--- src/design/sbsr_pkg.sv ---
// Package for the servo-bus status receiver: item kinds, input word and
// result word types shared by the stage modules. No dependencies.
`default_nettype none

package sbsr_pkg;

    // Kind of an input word
    typedef enum logic [1:0] {
        KIND_START = 2'd0,
        KIND_BYTE  = 2'd1,
        KIND_TICK  = 2'd2
    } kind_t;

    localparam logic [15:0] TIMEOUT_RESET = 16'd1000;
    localparam logic [8:0]  IDX_ID        = 9'd2;
    localparam logic [8:0]  IDX_LEN       = 9'd3;
    localparam logic [8:0]  IDX_ERR       = 9'd4;
    localparam logic [8:0]  IDX_PARAM_A   = 9'd5;
    localparam logic [8:0]  IDX_PARAM_B   = 9'd6;
    localparam logic [7:0]  SUM_GOOD      = 8'hFF;
    localparam logic [15:0] TICKS_MAX     = 16'hFFFF;

    // One input word
    typedef struct packed {
        logic [1:0] kind;
        logic [7:0] rx_byte;
    } item_t;

    // One result word
    typedef struct packed {
        logic       timed_out;
        logic       checksum_ok;
        logic [7:0] device_id;
        logic [7:0] length_field;
        logic [7:0] error_byte;
        logic [7:0] first_param;
        logic [7:0] second_param;
    } result_t;

endpackage

`default_nettype wire

--- src/design/sbsr_in_stage.sv ---
// Input register of the servo-bus status receiver: holds one accepted word
// until the core takes it. Depends on sbsr_pkg.
`default_nettype none

module sbsr_in_stage (
    input  wire logic           aclk,
    input  wire logic           aresetn,
    input  wire logic           s_tvalid,
    output logic                s_tready,
    input  wire sbsr_pkg::item_t s_item,
    input  wire logic           take,
    output logic                item_valid,
    output sbsr_pkg::item_t     item
);

    logic            valid_reg, valid_next;
    sbsr_pkg::item_t item_reg;

    // Accept when empty or when the held word leaves this cycle
    assign s_tready   = !valid_reg || take;
    assign valid_next = (s_tvalid && s_tready) || (valid_reg && !take);

    always_ff @(posedge aclk) begin
        if (!aresetn) begin
            valid_reg <= 1'b0;
        end else begin
            valid_reg <= valid_next;
        end
    end

    // Load payload on accept
    always_ff @(posedge aclk) begin
        if (s_tvalid && s_tready) begin
            item_reg <= s_item;
        end
    end

    assign item_valid = valid_reg;
    assign item       = item_reg;

endmodule

`default_nettype wire

--- src/design/sbsr_core.sv ---
// Packet state and decode of the servo-bus status receiver: byte count,
// checksum, captured fields and inter-byte timeout. Depends on sbsr_pkg.
`default_nettype none

module sbsr_core (
    input  wire logic            aclk,
    input  wire logic            aresetn,
    input  wire logic            cfg_valid,
    input  wire logic [15:0]     cfg_data,
    input  wire logic            take,
    input  wire sbsr_pkg::item_t item,
    output logic                 res_valid,
    output sbsr_pkg::result_t    res
);

    logic        receiving_reg, receiving_next;
    logic [8:0]  index_reg, index_next;
    logic [7:0]  len_reg, len_next;
    logic [7:0]  sum_reg, sum_next;
    logic [15:0] ticks_reg, ticks_next;
    logic [7:0]  id_reg, id_next;
    logic [7:0]  err_reg, err_next;
    logic [7:0]  pa_reg, pa_next;
    logic [7:0]  pb_reg, pb_next;
    logic [15:0] timeout_reg;

    logic [7:0]  len_eff;
    logic [8:0]  last_index;
    logic [15:0] ticks_inc;
    logic [7:0]  sum_plus;

    assign len_eff    = (index_reg == sbsr_pkg::IDX_LEN) ? item.rx_byte : len_reg;
    assign last_index = {1'b0, len_eff} + sbsr_pkg::IDX_LEN;
    assign ticks_inc  = (ticks_reg == sbsr_pkg::TICKS_MAX) ? ticks_reg : ticks_reg + 16'd1;
    assign sum_plus   = sum_reg + item.rx_byte;

    // Next packet state and result for the word taken this cycle
    always_comb begin
        receiving_next = receiving_reg;
        index_next     = index_reg;
        len_next       = len_reg;
        sum_next       = sum_reg;
        ticks_next     = ticks_reg;
        id_next        = id_reg;
        err_next       = err_reg;
        pa_next        = pa_reg;
        pb_next        = pb_reg;
        res_valid      = 1'b0;
        res.timed_out    = 1'b0;
        res.checksum_ok  = 1'b0;
        res.device_id    = id_reg;
        res.length_field = len_reg;
        res.error_byte   = err_reg;
        res.first_param  = pa_reg;
        res.second_param = pb_reg;
        if (take) begin
            priority if (item.kind == sbsr_pkg::KIND_START) begin
                receiving_next = 1'b1;
                index_next     = '0;
                len_next       = '0;
                sum_next       = '0;
                ticks_next     = '0;
                id_next        = '0;
                err_next       = '0;
                pa_next        = '0;
                pb_next        = '0;
            end else if (receiving_reg && item.kind == sbsr_pkg::KIND_TICK) begin
                ticks_next = ticks_inc;
                if (ticks_inc > timeout_reg) begin
                    receiving_next = 1'b0;
                    res_valid      = 1'b1;
                    res.timed_out  = 1'b1;
                end
            end else if (receiving_reg && item.kind == sbsr_pkg::KIND_BYTE) begin
                ticks_next = '0;
                len_next   = len_eff;
                index_next = index_reg + 9'd1;
                if (index_reg >= sbsr_pkg::IDX_LEN && index_reg == last_index) begin
                    // Checksum byte closes the packet
                    receiving_next   = 1'b0;
                    res_valid        = 1'b1;
                    res.checksum_ok  = (sum_plus == sbsr_pkg::SUM_GOOD);
                    res.length_field = len_eff;
                end else begin
                    if (index_reg >= sbsr_pkg::IDX_ID) begin
                        sum_next = sum_plus;
                    end
                    if (index_reg == sbsr_pkg::IDX_ID) begin
                        id_next = item.rx_byte;
                    end
                    if (index_reg == sbsr_pkg::IDX_ERR) begin
                        err_next = item.rx_byte;
                    end
                    if (index_reg == sbsr_pkg::IDX_PARAM_A) begin
                        pa_next = item.rx_byte;
                    end
                    if (index_reg == sbsr_pkg::IDX_PARAM_B) begin
                        pb_next = item.rx_byte;
                    end
                end
            end else begin
                // drop bytes and ticks while idle, and the unused kind
                receiving_next = receiving_reg;
            end
        end
    end

    always_ff @(posedge aclk) begin
        if (!aresetn) begin
            receiving_reg <= 1'b0;
            index_reg     <= '0;
            len_reg       <= '0;
            sum_reg       <= '0;
            ticks_reg     <= '0;
            id_reg        <= '0;
            err_reg       <= '0;
            pa_reg        <= '0;
            pb_reg        <= '0;
        end else begin
            receiving_reg <= receiving_next;
            index_reg     <= index_next;
            len_reg       <= len_next;
            sum_reg       <= sum_next;
            ticks_reg     <= ticks_next;
            id_reg        <= id_next;
            err_reg       <= err_next;
            pa_reg        <= pa_next;
            pb_reg        <= pb_next;
        end
    end

    // Timeout register, written from the configuration channel
    always_ff @(posedge aclk) begin
        if (!aresetn) begin
            timeout_reg <= sbsr_pkg::TIMEOUT_RESET;
        end else if (cfg_valid) begin
            timeout_reg <= cfg_data;
        end
    end

endmodule

`default_nettype wire

--- src/design/sbsr_out_reg.sv ---
// Result register of the servo-bus status receiver: holds one result word
// until the master side takes it. Depends on sbsr_pkg.
`default_nettype none

module sbsr_out_reg (
    input  wire logic              aclk,
    input  wire logic              aresetn,
    input  wire logic              res_valid,
    input  wire sbsr_pkg::result_t res,
    output logic                   space,
    output logic                   m_tvalid,
    input  wire logic              m_tready,
    output sbsr_pkg::result_t      m_res
);

    logic              valid_reg, valid_next;
    sbsr_pkg::result_t res_reg;

    // Room for a new word when empty or when the held one leaves now
    assign space      = !valid_reg || m_tready;
    assign valid_next = res_valid || (valid_reg && !m_tready);

    always_ff @(posedge aclk) begin
        if (!aresetn) begin
            valid_reg <= 1'b0;
        end else begin
            valid_reg <= valid_next;
        end
    end

    always_ff @(posedge aclk) begin
        if (res_valid) begin
            res_reg <= res;
        end
    end

    assign m_tvalid = valid_reg;
    assign m_res    = res_reg;

endmodule

`default_nettype wire

--- src/design/servo_bus_status_receiver.sv ---
// Top level of the servo-bus status receiver: input register, packet core
// and result register. Depends on sbsr_pkg, sbsr_in_stage, sbsr_core, sbsr_out_reg.
`default_nettype none

// Receives one servo-bus status packet after a start word (tuser kind 0).
// Byte words (kind 1) are numbered from 0; byte 3 is the length L and byte
// L+3 the checksum, which closes the packet with one result word. Tick words
// (kind 2) count idle milliseconds; more than timeout_ticks of them in a row
// end reception with a timeout result. Each input word passes through the
// combinational packet core between the input and result registers, so one
// word is accepted every cycle; the core stalls only while the result register
// holds a word the master side has not taken. The timeout register (reset
// 1000) is written on the cfg channel, always ready; the user must write it
// only while no packet work is outstanding; the block does not enforce it.
module servo_bus_status_receiver (
    input  wire logic        aclk,
    input  wire logic        aresetn,
    input  wire logic        cfg_valid,
    output logic             cfg_ready,
    input  wire logic [15:0] cfg_data,     // timeout_ticks
    input  wire logic        s_tvalid,
    output logic             s_tready,
    input  wire logic [7:0]  s_tdata,      // [7:0] rx_byte
    input  wire logic [1:0]  s_tuser,      // [1:0] kind
    output logic             m_tvalid,
    input  wire logic        m_tready,
    output logic [39:0]      m_tdata,      // [7:0] device_id, [15:8] length_field,
                                           // [23:16] error_byte, [31:24] first_param,
                                           // [39:32] second_param
    output logic [1:0]       m_tuser       // [0] timed_out, [1] checksum_ok
);

    sbsr_pkg::item_t   s_item;
    sbsr_pkg::item_t   item;
    sbsr_pkg::result_t res;
    sbsr_pkg::result_t m_res;
    logic              item_valid;
    logic              space;
    logic              take;
    logic              res_valid;

    assign cfg_ready      = 1'b1;
    assign s_item.kind    = s_tuser;
    assign s_item.rx_byte = s_tdata;

    // Advance the held word whenever the result register has room
    assign take = item_valid && space;

    sbsr_in_stage u_in (
        .aclk       (aclk),
        .aresetn    (aresetn),
        .s_tvalid   (s_tvalid),
        .s_tready   (s_tready),
        .s_item     (s_item),
        .take       (take),
        .item_valid (item_valid),
        .item       (item)
    );

    sbsr_core u_core (
        .aclk      (aclk),
        .aresetn   (aresetn),
        .cfg_valid (cfg_valid),
        .cfg_data  (cfg_data),
        .take      (take),
        .item      (item),
        .res_valid (res_valid),
        .res       (res)
    );

    sbsr_out_reg u_out (
        .aclk      (aclk),
        .aresetn   (aresetn),
        .res_valid (res_valid),
        .res       (res),
        .space     (space),
        .m_tvalid  (m_tvalid),
        .m_tready  (m_tready),
        .m_res     (m_res)
    );

    assign m_tdata = {m_res.second_param, m_res.first_param, m_res.error_byte,
                      m_res.length_field, m_res.device_id};
    assign m_tuser = {m_res.checksum_ok, m_res.timed_out};

endmodule

`default_nettype wire

--- config.mk ---
export PLATFORM = sky130hd
export DESIGN_NAME = servo_bus_status_receiver
export DESIGN_NICKNAME = d
export VERILOG_FILES = /design/src/design/sbsr_pkg.sv /design/src/design/sbsr_in_stage.sv /design/src/design/sbsr_core.sv /design/src/design/sbsr_out_reg.sv /design/src/design/servo_bus_status_receiver.sv
export SDC_FILE = /design/constraint.sdc
export NUM_CORES = 1
export LEC_CHECK = 0
export ABC_AREA = 1
export BUFFER_PORTS_ARGS = -buffer_cell sky130_fd_sc_hd__buf_2
export CORE_MARGIN = 2
export CORE_UTILIZATION = 35
export DETAILED_ROUTE_END_ITERATION = 8
export GPL_TIMING_DRIVEN = 0
export PLACE_DENSITY_LB_ADDON = 0.2
export SLEW_MARGIN = 20
export SYNTH_ARGS = -nofsm -noshare
export SYNTH_HDL_FRONTEND = slang
export SYNTH_SLANG_ARGS = --single-unit
export TNS_END_PERCENT = 5
--- constraint.sdc ---
create_clock -name aclk -period 4.7 [get_ports aclk]
set_input_delay 0.47 -clock aclk [delete_from_list [all_inputs] [get_ports aclk]]
set_output_delay 0.47 -clock aclk [all_outputs]
set_load 0.01 [all_outputs]
Word level (Yosys, flattened, before mapping). Index checks and enable logic that the tools add are counted.

Output and inout port bits: 45. Input bits: 31. Bits in registers: 144.

Bitwise logic cells: 4. Equality and inequality tests: 13. Reduce and logical (&&, ||, !) cells: 34. $add $sub $neg: 4. Muxes and demuxes: 52. Order comparisons: 3.

Operators with widths (number): $mux 8 (34); $mux 16 (4); $eq 9x3->1 const B (3); $mux 9 (3); $reduce_and 5->1 (5); $eq 9x2->1 const B (2); $ge 9x2->1 const B (2); $add 16x1->16 const B (1); $eq 16x16->1 const B (1); $gt 16x16->1 (1); $reduce_bool 2->1 (6); $mux 1 (11); $add 8x2->9 const B (1); $add 9x1->9 const B (1); $eq 9x9->1 (1); $add 8x8->8 (1); $eq 8x8->1 const B (1); $logic_and 1x1->1 (7); $reduce_bool 3->1 (2); $reduce_or 5->1 (1); $logic_not 1->1 (4); $logic_or 1x1->1 (4); $ne 2x1->1 const B (2); $not 1->1 (4); 8 further kinds (8).

Longest topological paths before layout. Gate-level depths: netlist of the first run.

Depth after elaboration: 11. Gate-level depth with buffers: 23. Mapped depth without buffers: 22.

Cells and area by module. From an unflattened synthesis of the first run, not the netlist that was laid out.

Cell total of the unflattened synthesis: 847. Area, all modules: 7119.3 um^2.

By module, submodules not included: sbsr_core (cells an instance 778, times used 1, area an instance 5441.5 um^2); sbsr_out_reg (cells an instance 48, times used 1, area an instance 1307.5 um^2); sbsr_in_stage (cells an instance 17, times used 1, area an instance 351.6 um^2); servo_bus_status_receiver (cells an instance 4, times used 1, area an instance 18.8 um^2).

Worst setup path before layout of the first run. Ideal clock, no wire load.

Path kind: register to register. Start point: register u_core.ticks_reg[0]. End point: register u_out.res_reg (netlist bit u_out.m_res[0]) (enable). Cell stages (with the launch flop): 21. Library setup time: 0.396 ns. Setup slack: 0.719 ns. Clock period less this slack: 3.981 ns. Arrival time: 3.585 ns. Path through: dfxtp_1 -> ha_1 -> nand2_1 -> nor3_1 -> nand3_1 -> nor2_1 -> nand2_1 -> clkbuf_1 -> nand2_1 -> o21ai_0 -> ha_1 -> a21oi_1 -> o31ai_1 -> nand2_1 -> nand3_1 -> nand2_1 -> o211ai_1 -> nand2_1 -> a21oi_1 -> nand3_1 -> inv_1.

Cells in the longest elaborated chain, start to end: 7.

RTL lines: start: declaration (RTL line sbsr_core.sv:20) `logic [15:0] ticks_reg, ticks_next;`; start signal: assignment (RTL line sbsr_core.sv:124) `ticks_reg <= ticks_next;`; $add 16x1->16 or $eq 16x16->1 (tied branches) (RTL line sbsr_core.sv:34) `assign ticks_inc = (ticks_reg == sbsr_pkg::TICKS_MAX) ? ticks_reg : ticks_reg + 16'd1;`; $mux 16 (*) (RTL line sbsr_core.sv:34); $gt 16x16->1 (*) (RTL line sbsr_core.sv:69) `if (ticks_inc > timeout_reg) begin`; $mux 1 (*) (RTL line sbsr_core.sv:69); $mux 1 (*) (RTL line sbsr_core.sv:67) `end else if (receiving_reg && item.kind == sbsr_pkg::KIND_TICK) begin`; $mux 1 (*) (RTL line sbsr_core.sv:57) `priority if (item.kind == sbsr_pkg::KIND_START) begin`; $mux 1 (*) (RTL line sbsr_core.sv:56) `if (take) begin`; via res_valid (RTL line servo_bus_status_receiver.sv:40) `logic res_valid;`; end signal: assignment (RTL line sbsr_out_reg.sv:33) `res_reg <= res;`; end: declaration (RTL line sbsr_out_reg.sv:17) `sbsr_pkg::result_t res_reg;`.

The timed path passes the listed nets; every way through them passes the cells marked *. A chain may end at the register's enable or synchronous reset.

Worst setup path after layout of the first run.
Start point: register u_core.ticks_reg[0]. End point: register u_out.res_reg (netlist bit u_out.m_res[27]) (enable).

The elaborated chain is that of the path after synthesis.

==> results_dict.tcl, run 1 <==
set metrics [dict create \
    n_antenna_cell 0 \
    postPlaceCellArea_um2 7850 \
    cts_setup_buffers 0 \
    drt_pre_antenna_iters 5 \
    first_global_vias 5305 \
    cts_made_buffers 17 \
    asyncSetResetFlopFracSynth_pct 0 \
    dp.cells 1269 \
    grt_total_usage_pct 16.1 \
    flip_flop_count_of_the_largest_register_after_layout 42 \
    seq_cell_area_um2 3400 \
    cts_root_buffer "sky130_fd_sc_hd__clkbuf_16" \
    worst_pin_slew_ns 0.668 \
    max-vdd-ir-drop_mv 0.250 \
    vias_per_cell 4.52 \
    io_pins 76 \
    finalWorstPathRequiredPeriod_ns 4.22 \
    routed_wire_length_per_instance_um 12.9 \
    final_layout_size_suffix_gt1_share_pct 14.5 \
    dp_hpwl_um 12700 \
    power.leakage_uw 0.00368 \
    compound_cell_area_share_of_the_yosys_netlist_pct 7.84 \
    number_of_drc_violations_after_detailed_routing 0 \
    dr_total_vias 5885 \
    final_util_pct 42.2 \
    pwr_density_cell_nw_per_um2 337 \
    sequential_share_of_the_synthesized_area_pct 47.7 \
    average_size_of_a_mapped_cell_um2 7.71 \
    critPathMaxStageDelay_ns 0.39 \
    max_freq_mhz 237 \
    antenna_found_initial 0 \
    worst_hold_path_type "in2reg" \
    clock_tree_from_tritoncts "yes" \
    drtIter0Drc 290 \
    synth_fa_ha_area_share_pct 5.19 \
    floorplan.initialDensity_pct 35.5 \
    multi_input_comb_area_um2 3050 \
    arrival_ns 4.34 \
    n_fill_cell 2084 \
    clock_pin_slew_of_the_registers_on_the_worst_case_setup_and_hold_paths_ns 0.07 \
    count_of_flip_flops_with_a_built_in_enable_after_synthesis 52 \
    p_total_uw 2860 \
    placement.io_buffers 73 \
    cts_resized 0 \
    status "completed" \
    syn_inst 925 \
    ant_nets 0 \
    dieArea_um2 21500 \
    mappedNetlistArea_um2 7130 \
    finalWeightedCongestion 0.887 \
    totalWireLength_um 16800 \
    setup.worst_path.class "reg2reg" \
    critical_path.cell_chain "ha_1, nand2_1, nor3_1, nand3_1, nor2_1, nand2_1, clkbuf_1, nand2_1, o21ai_0, ha_1, a21oi_1, o31ai_1, nand2_1, nand3_1, nand2_1, o211ai_1, nand2_1, a21oi_1, nand3_1, inv_2, buf_12" \
    worst_max_slew_margin_expressed_relative_to_the_limit_pct 55.4 \
    cp_data_required_time_ns 4.82 \
    crit_path_frequent_cell "sky130_fd_sc_hd__nand2_1" \
    r2r_slack_ns 0.48 \
    fin_skew_ns 0.0207 \
    floorplan.core_area_um2 20100 \
    global_route.overflow_total 0 \
    final-instance-count-excl-fill 1301 \
    synth.distinct_cells 41 \
    critPathSlowestCell "sky130_fd_sc_hd__dfxtp_1" \
    die-width_um 147 \
    synth_mux_area_share_pct 0 \
    startpoint_type "register" \
    synthXorXnorAreaFrac_pct 1.47 \
    ctsHtreeMaxLevel 4 \
    final_nets 1078 \
    clkSinkCount 144 \
    syn_nets 985 \
    area_delta_synth_final_pct 18.9 \
    synth_top_family_by_area "simple AND/OR/NAND/NOR gates" \
    finalSetupViolCount 0 \
    timing.final.max_slew_violations 0 \
    final_design_area_no_fill_um2 8480 \
    timing.final.crit_share_pct 89.8 \
    global_route_wire_length_before_repair_um 27200 \
    clk_latency_ns 0.44 \
    hold_violations 0 \
    post_cts_hold_buffer_count 0 \
    cts.path.max_buffers 2 \
    grt_start_max_net_pins 37 \
    grt_setup_unrepaired "false" \
    std_cell_rows 52 \
    top_flip_flop_cell_by_instance_count_after_synthesis "sky130_fd_sc_hd__dfxtp_1" \
    floorplan.die.height_um 147 \
    synthSimpleGateAreaFrac_pct 28.3 \
    synth-warning-count 0 \
    drv.max_cap_violation_count 0 \
    critical_path_peak_fanout 36 \
    crit_path_end_kind "register" \
    synth_seq_cells 144 \
]
==> power breakdown <==
| part | switching, µW | total (µW) | internal (µW) |
|---|---|---|---|
| combinational | 101 | 148 | 47.3 |
| clock | 652 | 1380 | 727 |
| sequential | 15.8 | 1330 | 1310 |
| total | 769 | 2860 | 2090 |
==> worst max-delay path: cells and delay by family (launching register included) <==
| family | cells | cell delay, ns |
|---|---|---|
| adders and majority gates | 2 | 0.55 |
| buffers and inverters | 3 | 0.78 |
| and+or+nand+nor | 11 | 1.48 |
| DFF | 1 | 0.39 |
| AOI/OAI and AO/OA | 5 | 0.67 |
==> stage by stage <==
| stage | TNS [ns] | hold slack, ns | setup slack [ns] |
|---|---|---|---|
| finish | 0 | 0.208 | 0.478 |
| global route | 0 | 0.201 | 0.000824 |
| CTS | 0 | 0.191 | 0.424 |
| global placement | -15.19 | 0.412 | -0.365 |
| detailed placement | 0 | 0.415 | 0.445 |
| floorplan | 0 | 0.408 | 0.719 |
==> cell usage after synthesis, types with 2 or more instances <==
cell type                    n  area, µm²
sky130_fd_sc_hd__nand2_2     8       50.1
sky130_fd_sc_hd__nand2_1   242        908
sky130_fd_sc_hd__dfxtp_1    92       1840
sky130_fd_sc_hd__inv_2      10       37.5
sky130_fd_sc_hd__nor2_1    124        465
sky130_fd_sc_hd__nor4_1      8       50.1
sky130_fd_sc_hd__a211oi_1    3       22.5
sky130_fd_sc_hd__buf_4       3       22.5
sky130_fd_sc_hd__nand4_1    11       68.8
sky130_fd_sc_hd__nor2_4      4       45.0
sky130_fd_sc_hd__xor2_1      7       61.3
sky130_fd_sc_hd__nor3_1     15       75.1
sky130_fd_sc_hd__nand3_4     3       52.6
sky130_fd_sc_hd__clkbuf_1   13       48.8
sky130_fd_sc_hd__o31ai_1     2       15.0
sky130_fd_sc_hd__o21ai_1     4       20.0
sky130_fd_sc_hd__nand3_1    43        215
sky130_fd_sc_hd__nand3_2     2       20.0
sky130_fd_sc_hd__buf_1       6       22.5
sky130_fd_sc_hd__nor3b_1     2       15.0
sky130_fd_sc_hd__a21oi_1    60        300
sky130_fd_sc_hd__xnor2_1     5       43.8
sky130_fd_sc_hd__ha_1       28        350
sky130_fd_sc_hd__buf_2       2       10.0
sky130_fd_sc_hd__o21ai_0    34        170
sky130_fd_sc_hd__edfxtp_1   52       1560
sky130_fd_sc_hd__inv_1     123        462
sky130_fd_sc_hd__buf_6       6       67.6
==> cell families after synthesis <==
| kind of cell | count (synthesis) |
|---|---|
| AOI/OAI and AO/OA | 107 |
| xor gates and xnor gates | 12 |
| adders and majority gates | 29 |
| buffers and inverters | 164 |
| DFF | 144 |
| other | 1 |
| and+or+nand+nor | 468 |
==> final timing paths <==
path,from,endpoint,depth (start not counted)
hold / removal,s_tdata[2],u_in.item[2],1
hold reg to reg,u_core.pb_reg[0],u_out.m_res[0],0
setup / recovery,u_core.ticks_reg[0],u_out.m_res[27],21
setup reg to reg,u_core.ticks_reg[0],u_out.m_res[27],21
==> layer usage <==
layer  part of all wire [%]  vias up  wire length [µm]  global-route usage, %
met5                      0        -                 0                      0
li1                       -     3145                 -                      -
met4                    1.9        0               312                   5.39
met3                    4.0       20               672                   3.76
met1                     50     2607              8360                   22.1
met2                     44      113              7450                   25.0
==> layout make-up <==
cell class / instances / share of cell area, %
multi-input combinational: 617 / 36.0
clock inverter: 15 / 2.32
inverter: 134 / 5.93
buffer: 30 / 2.02
sequential: 144 / 40.2
clock buffer: 17 / 5.02
tap: 270 / 3.99
timing repair buffer: 74 / 4.55
==> cells in the final DEF, fill, tap and decap left out, types with 2 or more instances in the layout <==
cell type / count
sky130_fd_sc_hd__nor4_1: 8
sky130_fd_sc_hd__nand3_1: 43
sky130_fd_sc_hd__nand2_2: 8
sky130_fd_sc_hd__clkinv_4: 3
sky130_fd_sc_hd__nand2_1: 242
sky130_fd_sc_hd__nor2_1: 124
sky130_fd_sc_hd__ha_1: 28
sky130_fd_sc_hd__nand4_1: 11
sky130_fd_sc_hd__nor2_4: 4
sky130_fd_sc_hd__clkbuf_1: 13
sky130_fd_sc_hd__o31ai_1: 2
sky130_fd_sc_hd__nor3_1: 15
sky130_fd_sc_hd__nand3_4: 3
sky130_fd_sc_hd__buf_4: 3
sky130_fd_sc_hd__a21oi_1: 60
sky130_fd_sc_hd__nor3b_1: 2
sky130_fd_sc_hd__buf_6: 6
sky130_fd_sc_hd__buf_2: 75
sky130_fd_sc_hd__clkinv_8: 6
sky130_fd_sc_hd__xnor2_1: 5
sky130_fd_sc_hd__nand3_2: 2
sky130_fd_sc_hd__a211oi_1: 3
sky130_fd_sc_hd__dfxtp_1: 92
sky130_fd_sc_hd__inv_2: 11
sky130_fd_sc_hd__inv_8: 5
sky130_fd_sc_hd__o21ai_1: 4
sky130_fd_sc_hd__o21ai_0: 34
sky130_fd_sc_hd__edfxtp_1: 52
sky130_fd_sc_hd__buf_1: 6
sky130_fd_sc_hd__clkbuf_16: 17
sky130_fd_sc_hd__xor2_1: 7
sky130_fd_sc_hd__inv_1: 122
Power figures use the tool's default switching activity.
==> inputs of run 2 (changes only) <==
CORE_UTILIZATION = 59   (was 35)
SYNTH_HIERARCHICAL = 1   (was not set)
==> run 2 against run 1 <==
Via count increased by 2.4%. First-iteration DRC count increased by 66%. Synthesized cell count decreased by 8.4%. Maximum frequency rose by 2.5%. Combinational power is 8% lower. Cell count is 15% lower. Global-route usage increased by 9.7 points. Sequential cell count is the same. Register-to-register slack better by 0.10 ns. Sequential share of layout area rose by 0.60 points. Die area shrank 40%. Largest power group unchanged.
==> results_dict.tcl, run 2 <==
set metrics [dict create \
    power_frac_seq_pct 46.3 \
    crit_path_end_kind "register" \
    timing.final.max_slew_violations 0 \
    vias_per_cell 5.47 \
    dr_total_vias 6025 \
    layout_commonest_cell "sky130_fd_sc_hd__nand2_1" \
    final_design_area_no_fill_um2 8350 \
    worst_hold_path_type "in2reg" \
    cts_resized 0 \
    grt_use_met1_pct 33.9 \
    timing.final.crit_share_pct 87.7 \
    top_flip_flop_cell_by_instance_count_after_synthesis "sky130_fd_sc_hd__dfxtp_1" \
    max-vdd-ir-drop_mv 0.261 \
    drt_pre_antenna_iters 6 \
    synth.distinct_cells 50 \
    area_delta_synth_final_pct 17.3 \
    arrival_ns 4.25 \
    ctsHtreeMaxLevel 4 \
    syn_nets 907 \
    routed_wire_length_per_instance_um 14.6 \
    std_cell_rows 40 \
    max_freq_mhz 243 \
    floorplan.core_area_um2 11900 \
    critical-path-top-delay-family "simple AND/OR/NAND/NOR gates" \
    worst_max_slew_margin_expressed_relative_to_the_limit_pct 37.3 \
    cts_root_buffer "sky130_fd_sc_hd__clkbuf_16" \
    average_size_of_a_mapped_cell_um2 8.41 \
    critPathMaxStageDelay_ns 0.41 \
    dp_hpwl_um 11900 \
    grt_total_usage_pct 25.7 \
    drtIter0Drc 482 \
    synth-warning-count 6 \
    timing.hold.ws_ns 0.222 \
    grt_util_met2_pct 41.1 \
    drv.max_cap_violation_count 0 \
    cts_setup_buffers 0 \
    asyncSetResetFlopFracSynth_pct 0 \
    critical_path.cell_chain "ha_1, nand2_1, nor3_1, inv_1, nor4_1, nand2_1, nand3_1, nor2_1, xor2_1, ha_1, nand2_1, nor3_1, nand2_1, o2111ai_1, nand2_1, o21ai_4, buf_16, buf_16" \
    top_post_synthesis_cells_by_count "sky130_fd_sc_hd__nand2_1 (198), sky130_fd_sc_hd__dfxtp_1 (92), sky130_fd_sc_hd__a21oi_1 (90)" \
    worst_pin_slew_ns 0.940 \
    internal_power_uw 2200 \
    power.share.combinational_pct 4.8 \
    cp_data_required_time_ns 4.83 \
    worstPathBufferInverterCount 3 \
    final_critical_path_setup_slack_ns 0.580 \
    dieArea_um2 13000 \
    final_cell_mix "sky130_fd_sc_hd__nand2_1 (198), sky130_fd_sc_hd__dfxtp_1 (92), sky130_fd_sc_hd__a21oi_1 (90)" \
    grt.met3_usage_pct 5.31 \
    final_layout_size_suffix_gt1_share_pct 17.5 \
    grt_start_max_net_pins 23 \
    floorplan.initialDensity_pct 59.8 \
    ys_top_cells_by_area "sky130_fd_sc_hd__dfxtp_1 (26%), sky130_fd_sc_hd__edfxtp_1 (22%), sky130_fd_sc_hd__nand2_1 (10%), sky130_fd_sc_hd__a21oi_1 (6.3%), sky130_fd_sc_hd__ha_1 (4.9%)" \
    pwr_density_cell_nw_per_um2 341 \
    flip_flop_count_of_the_largest_register_after_layout 42 \
    mappedNetlistArea_um2 7120 \
    first_global_vias 5412 \
    io_pins 76 \
    switching_component_of_the_power_uw 652 \
    synth_seq_cells 144 \
    count_of_flip_flops_with_a_built_in_enable_after_synthesis 52 \
    critical_path_peak_fanout 22 \
    cts_made_buffers 17 \
    clock_pin_slew_of_the_registers_on_the_worst_case_setup_and_hold_paths_ns 0.06 \
    clockPowerShare_pct 49.0 \
    synthDominantCellAreaShare_pct 25.9 \
    totalWireLength_um 16100 \
    setup.worst_path.class "reg2reg" \
    crit_path_frequent_cell "sky130_fd_sc_hd__nand2_1" \
    finalSetupViolCount 0 \
    synthDominantAreaCellType "sky130_fd_sc_hd__dfxtp_1" \
    floorplan.die.height_um 114 \
    status "completed" \
    power.leakage_uw 0.00351 \
    finalWorstPathRequiredPeriod_ns 4.12 \
    final_util_pct 70.1 \
    placement.io_buffers 74 \
    number_of_drc_violations_after_detailed_routing 0 \
    startpoint_type "register" \
    ant_nets 0 \
    critPathSlowestCell "sky130_fd_sc_hd__dfxtp_1" \
    sequential_share_of_the_synthesized_area_pct 47.8 \
    p_total_uw 2850 \
    syn_inst 847 \
    global_route.overflow_total 0 \
    global_route_wire_length_before_repair_um 26000 \
    clk_latency_ns 0.42 \
    clock_tree_from_tritoncts "yes" \
    fin_skew_ns 0.00754 \
    postPlaceCellArea_um2 7740 \
    finalWeightedCongestion 0.927 \
    die-width_um 114 \
    hold_violations 0 \
    final_nets 1002 \
    grt_most_used_layer "met2" \
    n_antenna_cell 0 \
    grt_setup_unrepaired "false" \
    synthMostInstantiatedCell "sky130_fd_sc_hd__nand2_1" \
    dpl_worst_slack_ns 0.717 \
    post_cts_hold_buffer_count 0 \
    antenna_found_initial 0 \
    switching_share_pct 22.9 \
    cts.path.max_buffers 2 \
    clkSinkCount 144 \
]
[run 2: through the flow]
stage          instances  TNS, ns
2_1_floorplan        847        0
3_3_place_gp        1068   -12.68
3_5_place_dp        1070        0
4_1_cts             1102        0
5_1_grt             1102        0
6_report            1102        0
[run 2: power groups by stage]
stage	clock network (µW)	registers (µW)	logic (µW)
CTS	1420	1320	134
finish	1390	1320	136
global placement	0	1340	131
floorplan	0	1340	89.3
detailed placement	0	1340	133
global route	1470	1320	152
[run 2: worst paths after layout]
path	start	end	slack, ns	cells after the start
min	s_tdata[3]	u_in/item[3]	0.22	1
max	u_core/ticks_reg[1]	u_out/m_res[28]	0.58	18
max reg2reg	u_core/ticks_reg[1]	u_out/m_res[28]	0.58	18
min reg2reg	u_core/pa_reg[3]	u_out/m_res[11]	0.43	0
[run 2: layout make-up]
| class | count | area, µm² |
|---|---|---|
| repair buffers | 76 | 425 |
| plain buffers | 24 | 116 |
| well taps | 147 | 184 |
| clock buffers | 19 | 433 |
| multi-input cells | 586 | 3260 |
| flip-flops and latches | 144 | 3400 |
| inverters | 93 | 352 |
| clock inverters | 13 | 179 |
| fillers | 976 | 3560 |
[run 2: cell families (layout without fill, tap and decap cells)]
family                     after synthesis  count (layout)  share of synthesized area [%]
and+or+nand+nor                        396             396                           27.6
DFF                                    144             144                           47.8
AOI/OAI and AO/OA                      143             143                           10.6
buffers and inverters                  117             225                           6.57
adders and majority gates               29              29                           5.20
xor gates and xnor gates                16              16                           1.97
other                                    1               1                         0.0527
muxes                                    1               1                          0.141
[run 2: routing by layer]
metal	part of all wire (%)	wire length (µm)	vias to the layer above
met5	0	0	-
met4	2.5	398	0
met3	6.2	999	45
met2	46	7420	227
met1	45	7230	2713
li1	-	-	3040
